===== config.mk =====
export PLATFORM = sky130hd
export DESIGN_NAME = clipped_glyph_blitter_top_flat
export DESIGN_NICKNAME = d
export VERILOG_FILES = /design/src/hw/rtl/cgb_pkg.sv /design/src/hw/rtl/cgb_if.sv /design/src/hw/rtl/cgb_front.sv /design/src/hw/rtl/cgb_job_fifo.sv /design/src/hw/rtl/cgb_back.sv /design/src/hw/rtl/clipped_glyph_blitter_top.sv /design/src/flat_wrapper.sv
export SDC_FILE = /design/constraint.sdc
export NUM_CORES = 1
export LEC_CHECK = 0
export ABC_AREA = 1
export ABC_CLOCK_PERIOD_IN_PS = 12300
export BUFFER_PORTS_ARGS = -buffer_cell sky130_fd_sc_hd__buf_2
export CAP_MARGIN = 20
export CORE_MARGIN = 2
export CORE_UTILIZATION = 50
export CTS_BUF_LIST = sky130_fd_sc_hd__clkbuf_8 sky130_fd_sc_hd__clkbuf_16
export DETAILED_ROUTE_END_ITERATION = 6
export HOLD_SLACK_MARGIN = 0.08
export PLACE_DENSITY = 0.77
export SLEW_MARGIN = 10
export SYNTH_ARGS = -nofsm -noshare
export SYNTH_HDL_FRONTEND = slang
export SYNTH_SLANG_ARGS = --single-unit
export TNS_END_PERCENT = 1

===== constraint.sdc =====
create_clock -name clk -period 12.3 [get_ports clk]
set_clock_uncertainty 0.1 [all_clocks]
set_input_delay 1.23 -clock clk [delete_from_list [all_inputs] [get_ports clk]]
set_output_delay 1.23 -clock clk [all_outputs]
set_load 0.05 [all_outputs]

===== src/hw/rtl/cgb_pkg.sv =====
package cgb_pkg;

    localparam int unsigned CoordW = 12;
    localparam int unsigned ColourW = 8;
    localparam int unsigned AddrW = 24;
    localparam int unsigned GlyphW = 64;
    localparam int unsigned CfgIdxW = 3;
    localparam int unsigned CfgDataW = 12;

    localparam logic [CfgIdxW-1:0] CFG_CLIP_LEFT   = 3'd0;
    localparam logic [CfgIdxW-1:0] CFG_CLIP_TOP    = 3'd1;
    localparam logic [CfgIdxW-1:0] CFG_CLIP_RIGHT  = 3'd2;
    localparam logic [CfgIdxW-1:0] CFG_CLIP_BOTTOM = 3'd3;
    localparam logic [CfgIdxW-1:0] CFG_FORE_COLOUR = 3'd4;
    localparam logic [CfgIdxW-1:0] CFG_BACK_COLOUR = 3'd5;
    localparam logic [CfgIdxW-1:0] CFG_TRANS_MODE  = 3'd6;
    localparam logic [CfgIdxW-1:0] CFG_GRID_MODE   = 3'd7;

    localparam logic [1:0] TRANS_FG_ONLY = 2'd0;
    localparam logic [1:0] TRANS_BG_ONLY = 2'd1;
    localparam logic [1:0] TRANS_BOTH    = 2'd2;

    typedef struct packed {
        logic [CoordW-1:0]  clip_left;
        logic [CoordW-1:0]  clip_top;
        logic [CoordW-1:0]  clip_right;
        logic [CoordW-1:0]  clip_bottom;
        logic [ColourW-1:0] fore_colour;
        logic [ColourW-1:0] back_colour;
        logic [1:0]         trans_mode;
        logic               grid_mode;
    } cgb_cfg_t;

    typedef struct packed {
        logic [CoordW-1:0] x_col;
        logic [CoordW-1:0] y_row;
        logic [2:0]        x_skip;
        logic [2:0]        y_skip;
        logic [2:0]        x_last;
        logic [2:0]        y_last;
        logic [GlyphW-1:0] glyph_rows;
    } glyph_job_t;

endpackage


===== src/hw/rtl/cgb_if.sv =====
interface cgb_place_if
    import cgb_pkg::*;
();
    logic                     valid;
    logic                     ready;
    logic signed [CoordW-1:0] pos_x;
    logic signed [CoordW-1:0] pos_y;
    logic [GlyphW-1:0]        glyph_rows;

    modport source (output valid, output pos_x, output pos_y, output glyph_rows, input ready);
    modport sink (input valid, input pos_x, input pos_y, input glyph_rows, output ready);
endinterface

interface cgb_pixel_if
    import cgb_pkg::*;
();
    logic               valid;
    logic               ready;
    logic [AddrW-1:0]   pixel_address;
    logic [ColourW-1:0] pixel_colour;
    logic               write_enable;
    logic               last_pixel;

    modport source (output valid, output pixel_address, output pixel_colour,
                    output write_enable, output last_pixel, input ready);
    modport sink (input valid, input pixel_address, input pixel_colour,
                  input write_enable, input last_pixel, output ready);
endinterface


===== src/hw/rtl/cgb_front.sv =====
module cgb_front
    import cgb_pkg::*;
(
    input  cgb_cfg_t          cfg,
    input  logic signed [CoordW-1:0] pos_x,
    input  logic signed [CoordW-1:0] pos_y,
    input  logic [GlyphW-1:0] glyph_rows,
    output logic              visible,
    output glyph_job_t        job
);

    logic signed [17:0] x_ext;
    logic signed [17:0] y_ext;
    logic signed [17:0] x_pos;
    logic signed [17:0] y_pos;
    logic signed [17:0] left_s;
    logic signed [17:0] top_s;
    logic signed [17:0] right_s;
    logic signed [17:0] bottom_s;
    logic signed [17:0] x_last0;
    logic signed [17:0] y_last0;
    logic signed [17:0] x_skip_s;
    logic signed [17:0] y_skip_s;
    logic signed [17:0] x_last_s;
    logic signed [17:0] y_last_s;
    logic [CoordW-1:0]  x_col;
    logic [CoordW-1:0]  y_row;

    always_comb
    begin
        x_ext    = 18'(pos_x);
        y_ext    = 18'(pos_y);
        x_pos    = cfg.grid_mode ? (x_ext <<< 3) : x_ext;
        y_pos    = cfg.grid_mode ? (y_ext <<< 3) : y_ext;
        left_s   = $signed({6'd0, cfg.clip_left});
        top_s    = $signed({6'd0, cfg.clip_top});
        right_s  = $signed({6'd0, cfg.clip_right});
        bottom_s = $signed({6'd0, cfg.clip_bottom});

        x_last0 = (x_pos + 18'sd7 > right_s) ? right_s - x_pos : 18'sd7;
        y_last0 = (y_pos + 18'sd7 > bottom_s) ? bottom_s - y_pos : 18'sd7;

        if (x_pos < left_s)
        begin
            x_skip_s = left_s - x_pos;
            x_col    = cfg.clip_left;
        end
        else
        begin
            x_skip_s = 18'sd0;
            x_col    = x_pos[CoordW-1:0];
        end

        if (y_pos < top_s)
        begin
            y_skip_s = top_s - y_pos;
            y_row    = cfg.clip_top;
        end
        else
        begin
            y_skip_s = 18'sd0;
            y_row    = y_pos[CoordW-1:0];
        end

        x_last_s = x_last0 - x_skip_s;
        y_last_s = y_last0 - y_skip_s;
        visible  = !x_last_s[17] && !y_last_s[17];

        job.x_col      = x_col;
        job.y_row      = y_row;
        job.x_skip     = x_skip_s[2:0];
        job.y_skip     = y_skip_s[2:0];
        job.x_last     = x_last_s[2:0];
        job.y_last     = y_last_s[2:0];
        job.glyph_rows = glyph_rows;
    end

endmodule


===== src/hw/rtl/cgb_job_fifo.sv =====
module cgb_job_fifo
    import cgb_pkg::*;
(
    input  logic       clk,
    input  logic       rst_n,
    input  logic       push,
    input  glyph_job_t push_job,
    output logic       full,
    input  logic       pop,
    output logic       head_valid,
    output glyph_job_t head
);

    glyph_job_t slot_reg [2];
    logic       wr_ptr_reg;
    logic       wr_ptr_next;
    logic       rd_ptr_reg;
    logic       rd_ptr_next;
    logic [1:0] count_reg;
    logic [1:0] count_next;

    assign full       = (count_reg == 2'd2);
    assign head_valid = (count_reg != 2'd0);
    assign head       = slot_reg[rd_ptr_reg];

    always_comb
    begin
        wr_ptr_next = push ? ~wr_ptr_reg : wr_ptr_reg;
        rd_ptr_next = pop ? ~rd_ptr_reg : rd_ptr_reg;
        count_next  = count_reg + 2'(push) - 2'(pop);
    end

    always_ff @(posedge clk)
    begin
        if (push)
        begin
            slot_reg[wr_ptr_reg] <= push_job;
        end
    end

    always_ff @(posedge clk or negedge rst_n)
    begin
        if (!rst_n)
        begin
            wr_ptr_reg <= 1'b0;
            rd_ptr_reg <= 1'b0;
            count_reg  <= 2'd0;
        end
        else
        begin
            wr_ptr_reg <= wr_ptr_next;
            rd_ptr_reg <= rd_ptr_next;
            count_reg  <= count_next;
        end
    end

endmodule


===== src/hw/rtl/cgb_back.sv =====
module cgb_back
    import cgb_pkg::*;
#(
    parameter int unsigned LINE_PITCH = 1024
)
(
    input  logic       clk,
    input  logic       rst_n,
    input  cgb_cfg_t   cfg,
    input  logic       head_valid,
    input  glyph_job_t head,
    output logic       pop,
    cgb_pixel_if.source pixel
);

    localparam int unsigned PitchW = $clog2(LINE_PITCH + 1);
    localparam int unsigned SumW = CoordW + PitchW + 1;
    localparam logic [PitchW-1:0] Pitch = PitchW'(LINE_PITCH);

    logic               out_valid_reg;
    logic               out_valid_next;
    logic [AddrW-1:0]   addr_reg;
    logic [AddrW-1:0]   addr_next;
    logic [ColourW-1:0] colour_reg;
    logic [ColourW-1:0] colour_next;
    logic               we_reg;
    logic               we_next;
    logic               last_reg;
    logic               last_next;
    logic [2:0]         col_reg;
    logic [2:0]         col_next;
    logic [2:0]         row_reg;
    logic [2:0]         row_next;

    logic               advance;
    logic               emit;
    logic               row_end;
    logic               item_end;
    logic [CoordW-1:0]  line;
    logic [SumW-1:0]    sum;
    logic [2:0]         byte_sel;
    logic [2:0]         bit_sel;
    logic [7:0]         row_bits;
    logic               on;
    logic               fg_on;
    logic               bg_on;

    assign pixel.valid         = out_valid_reg;
    assign pixel.pixel_address = addr_reg;
    assign pixel.pixel_colour  = colour_reg;
    assign pixel.write_enable  = we_reg;
    assign pixel.last_pixel    = last_reg;

    always_comb
    begin
        advance  = !out_valid_reg || pixel.ready;
        emit     = advance && head_valid;
        row_end  = (col_reg == head.x_last);
        item_end = row_end && (row_reg == head.y_last);
        pop      = emit && item_end;

        line     = head.y_row + CoordW'(row_reg);
        sum      = SumW'(line) * SumW'(Pitch) + SumW'(head.x_col) + SumW'(col_reg);
        byte_sel = row_reg + head.y_skip;
        bit_sel  = col_reg + head.x_skip;
        row_bits = head.glyph_rows[{byte_sel, 3'b000} +: 8];
        on       = row_bits[bit_sel];
        fg_on    = (cfg.trans_mode != TRANS_BG_ONLY);
        bg_on    = (cfg.trans_mode != TRANS_FG_ONLY);

        out_valid_next = out_valid_reg;
        addr_next      = addr_reg;
        colour_next    = colour_reg;
        we_next        = we_reg;
        last_next      = last_reg;
        col_next       = col_reg;
        row_next       = row_reg;

        if (advance)
        begin
            out_valid_next = head_valid;
        end

        if (emit)
        begin
            addr_next = AddrW'(sum);
            last_next = item_end;
            priority if (fg_on && on)
            begin
                colour_next = cfg.fore_colour;
                we_next     = 1'b1;
            end
            else if (bg_on && !on)
            begin
                colour_next = cfg.back_colour;
                we_next     = 1'b1;
            end
            else
            begin
                colour_next = '0;
                we_next     = 1'b0;
            end

            if (row_end)
            begin
                col_next = 3'd0;
                row_next = item_end ? 3'd0 : row_reg + 3'd1;
            end
            else
            begin
                col_next = col_reg + 3'd1;
            end
        end
    end

    always_ff @(posedge clk)
    begin
        addr_reg   <= addr_next;
        colour_reg <= colour_next;
        we_reg     <= we_next;
        last_reg   <= last_next;
    end

    always_ff @(posedge clk or negedge rst_n)
    begin
        if (!rst_n)
        begin
            out_valid_reg <= 1'b0;
            col_reg       <= 3'd0;
            row_reg       <= 3'd0;
        end
        else
        begin
            out_valid_reg <= out_valid_next;
            col_reg       <= col_next;
            row_reg       <= row_next;
        end
    end

endmodule


===== src/hw/rtl/clipped_glyph_blitter_top.sv =====
// Clipped 8x8 glyph blitter. Each item places one font character (position plus
// eight row bytes, row 0 in the low byte, bit 0 leftmost); the position is
// optionally scaled by 8 in grid mode, the cell is clipped against the inclusive
// window set by the configuration registers, and one pixel item per covered pixel
// comes out in row-major order with address row * LINE_PITCH + column (modulo
// 2^24), colour, write enable and a last-pixel flag. A character yields (visible
// width) * (visible height) pixel items, 64 at most. The pixel generator emits one
// pixel per cycle while the pixel sink is ready; fully clipped characters produce
// nothing and never reach it. A two-entry job queue lets placements be classified
// and accepted while earlier characters are still being drawn. Write configuration
// only while no character is in flight.
module clipped_glyph_blitter_top
    import cgb_pkg::*;
#(
    parameter int unsigned LINE_PITCH = 1024
)
(
    input  logic                clk,
    input  logic                rst_n,
    input  logic                cfg_write,
    input  logic [CfgIdxW-1:0]  cfg_index,
    input  logic [CfgDataW-1:0] cfg_data,
    cgb_place_if.sink           place,
    cgb_pixel_if.source         pixel
);

    cgb_cfg_t   cfg_reg;
    cgb_cfg_t   cfg_next;
    logic       visible;
    glyph_job_t job;
    logic       fifo_full;
    logic       push;
    logic       pop;
    logic       head_valid;
    glyph_job_t head;

    always_comb
    begin
        cfg_next = cfg_reg;
        if (cfg_write)
        begin
            unique case (cfg_index)
                CFG_CLIP_LEFT:   cfg_next.clip_left   = cfg_data;
                CFG_CLIP_TOP:    cfg_next.clip_top    = cfg_data;
                CFG_CLIP_RIGHT:  cfg_next.clip_right  = cfg_data;
                CFG_CLIP_BOTTOM: cfg_next.clip_bottom = cfg_data;
                CFG_FORE_COLOUR: cfg_next.fore_colour = cfg_data[ColourW-1:0];
                CFG_BACK_COLOUR: cfg_next.back_colour = cfg_data[ColourW-1:0];
                CFG_TRANS_MODE:  cfg_next.trans_mode  = cfg_data[1:0];
                CFG_GRID_MODE:   cfg_next.grid_mode   = cfg_data[0];
                default:         cfg_next = cfg_reg;
            endcase
        end
    end

    always_ff @(posedge clk or negedge rst_n)
    begin
        if (!rst_n)
        begin
            cfg_reg.clip_left   <= 12'd0;
            cfg_reg.clip_top    <= 12'd0;
            cfg_reg.clip_right  <= 12'd1023;
            cfg_reg.clip_bottom <= 12'd767;
            cfg_reg.fore_colour <= 8'd15;
            cfg_reg.back_colour <= 8'd0;
            cfg_reg.trans_mode  <= TRANS_BOTH;
            cfg_reg.grid_mode   <= 1'b0;
        end
        else
        begin
            cfg_reg <= cfg_next;
        end
    end

    assign place.ready = !fifo_full;
    assign push        = place.valid && !fifo_full && visible;

    cgb_front u_front
    (
        .cfg        (cfg_reg),
        .pos_x      (place.pos_x),
        .pos_y      (place.pos_y),
        .glyph_rows (place.glyph_rows),
        .visible    (visible),
        .job        (job)
    );

    cgb_job_fifo u_fifo
    (
        .clk        (clk),
        .rst_n      (rst_n),
        .push       (push),
        .push_job   (job),
        .full       (fifo_full),
        .pop        (pop),
        .head_valid (head_valid),
        .head       (head)
    );

    cgb_back #(
        .LINE_PITCH (LINE_PITCH)
    ) u_back
    (
        .clk        (clk),
        .rst_n      (rst_n),
        .cfg        (cfg_reg),
        .head_valid (head_valid),
        .head       (head),
        .pop        (pop),
        .pixel      (pixel)
    );

endmodule

===== src/flat_wrapper.sv =====
// flat-port wrapper written by rule: the top's interface ports become plain ports
module clipped_glyph_blitter_top_flat import cgb_pkg::*;
#(
    parameter int unsigned LINE_PITCH = 1024
)
  (clk, rst_n, cfg_write, cfg_index, cfg_data, place_valid, place_pos_x, place_pos_y, place_glyph_rows, place_ready, pixel_valid, pixel_pixel_address, pixel_pixel_colour, pixel_write_enable, pixel_last_pixel, pixel_ready);
  cgb_place_if place_i ();
  cgb_pixel_if pixel_i ();
  input  logic clk;
  input  logic rst_n;
  input  logic cfg_write;
  input  logic [CfgIdxW-1:0] cfg_index;
  input  logic [CfgDataW-1:0] cfg_data;
  input wire logic [$bits(place_i.valid)-1:0] place_valid;
  input wire logic [$bits(place_i.pos_x)-1:0] place_pos_x;
  input wire logic [$bits(place_i.pos_y)-1:0] place_pos_y;
  input wire logic [$bits(place_i.glyph_rows)-1:0] place_glyph_rows;
  output wire logic [$bits(place_i.ready)-1:0] place_ready;
  output wire logic [$bits(pixel_i.valid)-1:0] pixel_valid;
  output wire logic [$bits(pixel_i.pixel_address)-1:0] pixel_pixel_address;
  output wire logic [$bits(pixel_i.pixel_colour)-1:0] pixel_pixel_colour;
  output wire logic [$bits(pixel_i.write_enable)-1:0] pixel_write_enable;
  output wire logic [$bits(pixel_i.last_pixel)-1:0] pixel_last_pixel;
  input wire logic [$bits(pixel_i.ready)-1:0] pixel_ready;
  assign place_i.valid = place_valid;
  assign place_i.pos_x = place_pos_x;
  assign place_i.pos_y = place_pos_y;
  assign place_i.glyph_rows = place_glyph_rows;
  assign place_ready = place_i.ready;
  assign pixel_valid = pixel_i.valid;
  assign pixel_pixel_address = pixel_i.pixel_address;
  assign pixel_pixel_colour = pixel_i.pixel_colour;
  assign pixel_write_enable = pixel_i.write_enable;
  assign pixel_last_pixel = pixel_i.last_pixel;
  assign pixel_i.ready = pixel_ready;
  clipped_glyph_blitter_top #(.LINE_PITCH(LINE_PITCH)) u_core (.clk(clk), .rst_n(rst_n), .cfg_write(cfg_write), .cfg_index(cfg_index), .cfg_data(cfg_data), .place(place_i), .pixel(pixel_i));
endmodule

After elaboration in Yosys (flattened, before gate mapping) --
Memories as Yosys holds them, arrays and structs flattened. Index checks and enable logic that the tools add are counted.
Storage, ports and cells: output and inout bits 36, input bits 108, bits in writable memories 200, register bits 112, latch bits 0, ROM bits 0, memories 1
Memories:
- u_core.u_fifo.slot_reg | words 2, bits a word 100, rd ports 1, clocked after memory_dff 0, write ports 1, line cgb_job_fifo.sv:14 | glyph_job_t slot_reg [2];
Cells by class: div/mod/pow operators 0, magnitude comparators 5, bitwise logic cells 2, reduce and logical (&&, ||, !) cells 26, shifts and indexed selects 1, $add $sub $neg 17, equal/unequal tests 11, multiplexer cells 17, multiply operators 0
Operators with widths (count):
- $mux 18 | 4
- $shiftx 64x7->8 | 1
- $sub 13x15->16 | 4
- $sub 18x18->18 | 2
- $add 15x4->16 const B | 2
- $gt 16x13->1 | 2
- $lt 15x13->1 | 2
- $mux 14 | 2
- $add 23x3->24 | 1
- $mux 12 | 2
- $add 22x12->23 | 1
- $reduce_and 2->1 | 9
- $mux 8 | 2
- $add 12x3->12 | 1
- $eq 3x3->1 const B | 4
- $logic_and 1x1->1 | 8
- $add 3x1->3 const B | 2
- $add 3x3->3 | 2
- $eq 3x2->1 const B | 2
- $eq 3x3->1 | 2
- $mux 3 | 2
- $logic_not 1->1 | 5
- $lt 3x4->1 const B | 1
- $mux 1 | 4
- other kinds (10) | 12

Longest topological paths before layout --
depth after elaboration 10, mapped depth 34, gate-level depth less buffers 33

Hierarchy --
Synthesis repeated with hierarchy kept, for this count alone.
Unflattened totals: cell total of the unflattened synthesis 2416, area, all modules 20099.3 µm²
Modules (own cells, without submodules):
- cgb_job_fifo | cells an instance 547, sequential area each 6105.9 µm², times used 1, area each 7702.4 µm²
- cgb_front | cells an instance 1067, sequential area each 0.0 µm², times used 1, area each 6203.4 µm²
- cgb_back | cells an instance 491, sequential area each 1166.1 µm², times used 1, area each 3439.5 µm²
- clipped_glyph_blitter_top | cells an instance 311, sequential area each 1706.6 µm², times used 1, area each 2753.9 µm²

Least setup slack after synthesis --
OpenSTA, ideal clock, no wires.
kind in2reg, start in place_pos_y[1], end mem u_core.u_fifo.slot_reg[1][0] (netlist bit) (enable), data arrival time 8.557 ns, stages on the path 27, buffers on the path 1, setup slack 3.083 ns, cells stage by stage inv_1 > nor2_2 > inv_1 > ha_1 > nand2_1 > nand2_1 > nor2_1 > nand2_1 > nor2_2 > xor2_1 > ha_1 > nand2_1 > nor2_1 > a211oi_1 > nand2_1 > nand2_1 > nand4_2 > nand2_2 > buf_6 > nor2_2 > ha_1 > nand2_1 > nor4_1 > o21ai_0 > nand4_1 > nand3_1 > nor2_1
Between the ends: longest elaborated chain between the ends 10, elaborated cells on any way between the ends 14, classes of those cells 4 x add/sub; 2 x order compare; 5 x mux; 3 x reduce/logical
Ends and longest elaborated chain:
- start, declared | line flat_wrapper.sv:16 | input wire logic [$bits(place_i.pos_y)-1:0] place_pos_y;
- $mux 14 * | line cgb_front.sv:34 | y_pos = cfg.grid_mode ? (y_ext <<< 3) : y_ext;
- $add 15x4->16 | line cgb_front.sv:41 | y_last0 = (y_pos + 18'sd7 > bottom_s) ? bottom_s - y_pos : 18'sd7;
- $gt 16x13->1 | line cgb_front.sv:41
- $mux 18 | line cgb_front.sv:41
- $sub 18x18->18 * | line cgb_front.sv:66 | y_last_s = y_last0 - y_skip_s;
- $logic_not 1->1 * | line cgb_front.sv:67 | visible = !x_last_s[17] && !y_last_s[17];
- $logic_and 1x1->1 * | line cgb_front.sv:67
- $logic_and 1x1->1 * | line clipped_glyph_blitter_top.sv:76 | assign push = place.valid && !fifo_full && visible;
- $mux 1 * | line cgb_job_fifo.sv:35 | if (push)
- $mux 1 (implied by the code) * | line cgb_job_fifo.sv:37 | slot_reg[wr_ptr_reg] <= push_job;
- end, declared | line cgb_job_fifo.sv:14
Every way passes the cells marked *; elsewhere a longest branch is shown, timed or not.

Final worst setup path --
start reg u_core.cfg_reg[0] (netlist bit), end mem u_core.u_fifo.slot_reg[1][51] (netlist bit) (enable)
Between the ends: longest elaborated chain between the ends 10, elaborated cells on any way between the ends 24, classes of those cells 8 x add/sub; 4 x order compare; 8 x mux; 4 x reduce/logical
Ends and longest elaborated chain:
- start, declared | line clipped_glyph_blitter_top.sv:27 | cgb_cfg_t cfg_reg;
- start signal, assigned | line clipped_glyph_blitter_top.sv:71 | cfg_reg <= cfg_next;
- $mux 14, on equally long branches | line cgb_front.sv:33, cgb_front.sv:34
- $add 15x4->16, on equally long branches | line cgb_front.sv:40, cgb_front.sv:41
- $gt 16x13->1, on equally long branches | line cgb_front.sv:40, cgb_front.sv:41
- $mux 18, on equally long branches | line cgb_front.sv:40, cgb_front.sv:41
- $sub 18x18->18, on equally long branches | line cgb_front.sv:65, cgb_front.sv:66
- $logic_not 1->1 | line cgb_front.sv:67
- $logic_and 1x1->1 * | line cgb_front.sv:67
- $logic_and 1x1->1 * | line clipped_glyph_blitter_top.sv:76
- $mux 1 * | line cgb_job_fifo.sv:35
- $mux 1 (implied by the code) * | line cgb_job_fifo.sv:37
Marked as above.

==> flow_summary.yaml <==
outcome:
  status: "complete, no violations"
synth:
  ys_types: 54
  synth-compound-area-share_pct: 7.044
  synth-simple-area-share_pct: 25.12
  synth_top_area_cell: "edfxtp_1"
  netlist_area_um2: 18300
  seq_area_frac_synth_pct: 49.08
  yosys_warnings: 0
  synthAdderAreaFrac_pct: 9.164
  synthMuxAreaShare_pct: 0
  synth_top_flop_cell: "edfxtp_1"
  syn_inst: 2066
  synth_common_cells: "599 x nand2_1, 233 x edfxtp_1, 224 x nand3_1"
  synth_top_family_by_area: "simple AND/OR/NAND/NOR gates"
  synth_top_area_share_pct: 38.24
  synth_area_leaders: "edfxtp_1 38%, nand2_1 12%, ha_1 8.1%, dfrtp_1 7.4%, nand3_1 6.1%"
  syn_area_per_cell_um2: 8.855
  yosysMostFrequentCell: "nand2_1"
  synth_xor_area_share_pct: 3.495
  syn-num-nets: 2302
  synth-seq-cells: 311
  synth_edf_count: 233
  postSynth.asyncResetShare_pct: 25.08
cts:
  clk_pin_slew_ns: 0.06
  numCtsBuffers: 34
  clock_sinks: 311
  cts_max_level: 2
  clock_latency_ns: 0.54
  hold_buffers: 0
  cts_root_buf: "clkbuf_16"
  clockBufferDepth: 3
  post_cts_buffers: 0
  cts.repair.resized: 0
  cts_tree: "yes"
pwr:
  peakVddDrop_mv: 0.1637
  p_per_area_nw_per_um2: 246.5
  leakagePower_nw: 9.291
  power.total_w: 0.005047
finish:
  area_growth_pct: 11.92
  largest_reg_flops: 200
  drive_gt1_share_pct: 13.93
  final_nets: 2431
sta:
  clock.fmax_mhz: 142.4
  min_period_ns: 7.022
  maxSlewHeadroom_pct: 30.25
  slew_viol_final: 0
  hold_violations: 0
  grt_setup_unrepaired: "no"
  fin_crit_sh_pct: 57.09
  setup_tns_ns: 0
  tightest_slew_ns: 1.046
  finalSetupViolCount: 0
  setup_slack_ns: 5.278
grt:
  antenna_found_initial: 2
  grt_pass1_wl_um: 74630
  grt_max_degree: 98
  grt_pass1_vias: 14170
  grt_overflow: 0
  grt_use_total_pct: 24.77
setup_path:
  r2r-end: "u_core.u_fifo.slot_reg[1][51]"
  critPathMaxStageDelay_ns: 0.78
  critPathLaunchType: "flop"
  r2r.worst_path.cells: 29
  crit_top_cell: "nand2_1"
  worstSetupEndpoint: "u_core.u_fifo.slot_reg[1][51]"
  r2r_slack_ns: 5.28
  timing.rr.start: "u_core.cfg_reg[0]"
  critical_path.startpoint: "u_core.cfg_reg[0]"
  crit_required_ns: 12.35
  critPathArrivalTime_ns: 7.07
  endpoint_kind: "flop"
  worstSetupPathType: "flop to flop"
  critPathMaxFanout: 57
  crit_slowest_cell: "dfrtp_1"
flow_run:
  max-cap-violations: 0
placement:
  place_congestion: 0.9594
  io_buffers: 142
  place_ws_ns: 5.017
  hpwl_um: 34900
die:
  ios: 144
  rows: 70
  die_area_um2: 38140
  die_width_um: 195.3
  die_h_um: 195.3
  start_util_pct: 50.33
  core_area_um2: 36350
detailed_routing:
  first_pass_iters: 5
  drt_wl_total_um: 47040
  drc: 0
  vias: 14770
  drt_iter0_markers: 1150
  wl_per_cell_um: 17.48
  viasPerCell: 5.489
  ant_nets: 0
hold_path:
  min_path_type: "flop to flop"
  hold-path-cell-count: 2
-- report_power, final --
group / leakage (nW) / switching (W) / internal (W)
combinational: 5.64 / 0.00174 / 0.000745
sequential: 3.08 / 0.000118 / 0.00146
clock: 0.567 / 0.000403 / 0.000587
total: 9.29 / 0.00226 / 0.00279
-- placed cells by master (no fill, tap or decap), drive strengths merged --
master,Yosys,routed
nand2,611,611
edfxtp,233,233
nand3,226,226
inv,211,222
buf,33,151
o21ai,143,143
nor2,122,122
ha,118,118
a21oi,62,62
xor2,57,57
dfrtp,54,54
clkbuf,25,37
nand4,29,29
dfstp,24,24
or2,24,24
nor3,19,19
xnor2,16,16
fa,10,10
clkinv,1,10
nand3b,9,9
a211oi,7,7
nor4,5,5
diode,0,4
a31oi,4,4
o21bai,4,4
o21a,3,3
a21o,3,3
bufinv,0,3
o31ai,2,2
nor3b,2,2
o211ai,2,2
a41oi,1,1
a221oi,1,1
o2111ai,1,1
a21boi,1,1
a22oi,1,1
and2,1,1
conb,1,1
-- kinds of logic after synthesis --
kind of cell    after synthesis
compound gates              235
simple gates               1048
xor+xnor                     73
other cells                   1
buf+inv                     270
flops                       311
fa+ha+maj                   128
-- worst min path at each step --
stage | from | endpoint | slack [ns]
after CTS | u_core.u_fifo.wr_ptr_reg | u_core.u_fifo.wr_ptr_reg | 0.37
final | u_core.u_fifo.wr_ptr_reg | u_core.u_fifo.wr_ptr_reg | 0.38
after detailed placement | u_core.u_fifo.wr_ptr_reg | u_core.u_fifo.wr_ptr_reg | 0.36
after global routing | u_core.u_fifo.wr_ptr_reg | u_core.u_fifo.wr_ptr_reg | 0.38
after floorplan | u_core.u_fifo.wr_ptr_reg | u_core.u_fifo.wr_ptr_reg | 0.34
after global placement | u_core.u_fifo.wr_ptr_reg | u_core.u_fifo.wr_ptr_reg | 0.36
-- metrics by stage --
stage	util, %	hold WS (ns)	instances	cell area, um2
after floorplan	-	0.3419	2066	18300
after global placement	53.23	0.3564	2626	19350
after detailed placement	53.30	0.3632	2627	19370
after CTS	56.31	0.3737	2687	20470
after global routing	56.31	0.3828	2687	20470
final	56.33	0.3757	2691	20480
-- worst max-delay path, delay by kind of cell, from the launching register on --
| kind | cells | cell delay (ns) |
|---|---|---|
| DFF | 1 | 0.78 |
| and+or+nand+nor | 18 | 2.53 |
| AOI/OAI and AO/OA | 3 | 0.66 |
| adders and majority gates | 2 | 0.58 |
| buffers and inverters | 6 | 1.92 |
-- final cells by class --
cell class | instances | area (um2)
timing repair buffer | 151 | 800.8
clock inverter | 23 | 198.9
inverter | 212 | 797.0
tap | 468 | 585.6
sequential | 311 | 8980
fill | 3144 | 15870
clock buffer | 37 | 892.1
multi-input combinational | 1485 | 8212
antenna | 4 | 10.01
-- metal layers --
metal,track usage [%],vias to the layer above,part of all wire [%]
met5,0,-,0
met4,6.842,0,2.5
met3,3.782,88,7.6
met2,41.38,586,47
met1,33.74,6883,43
li1,-,7214,-
No activity file was read; power rests on OpenSTA's default activity.
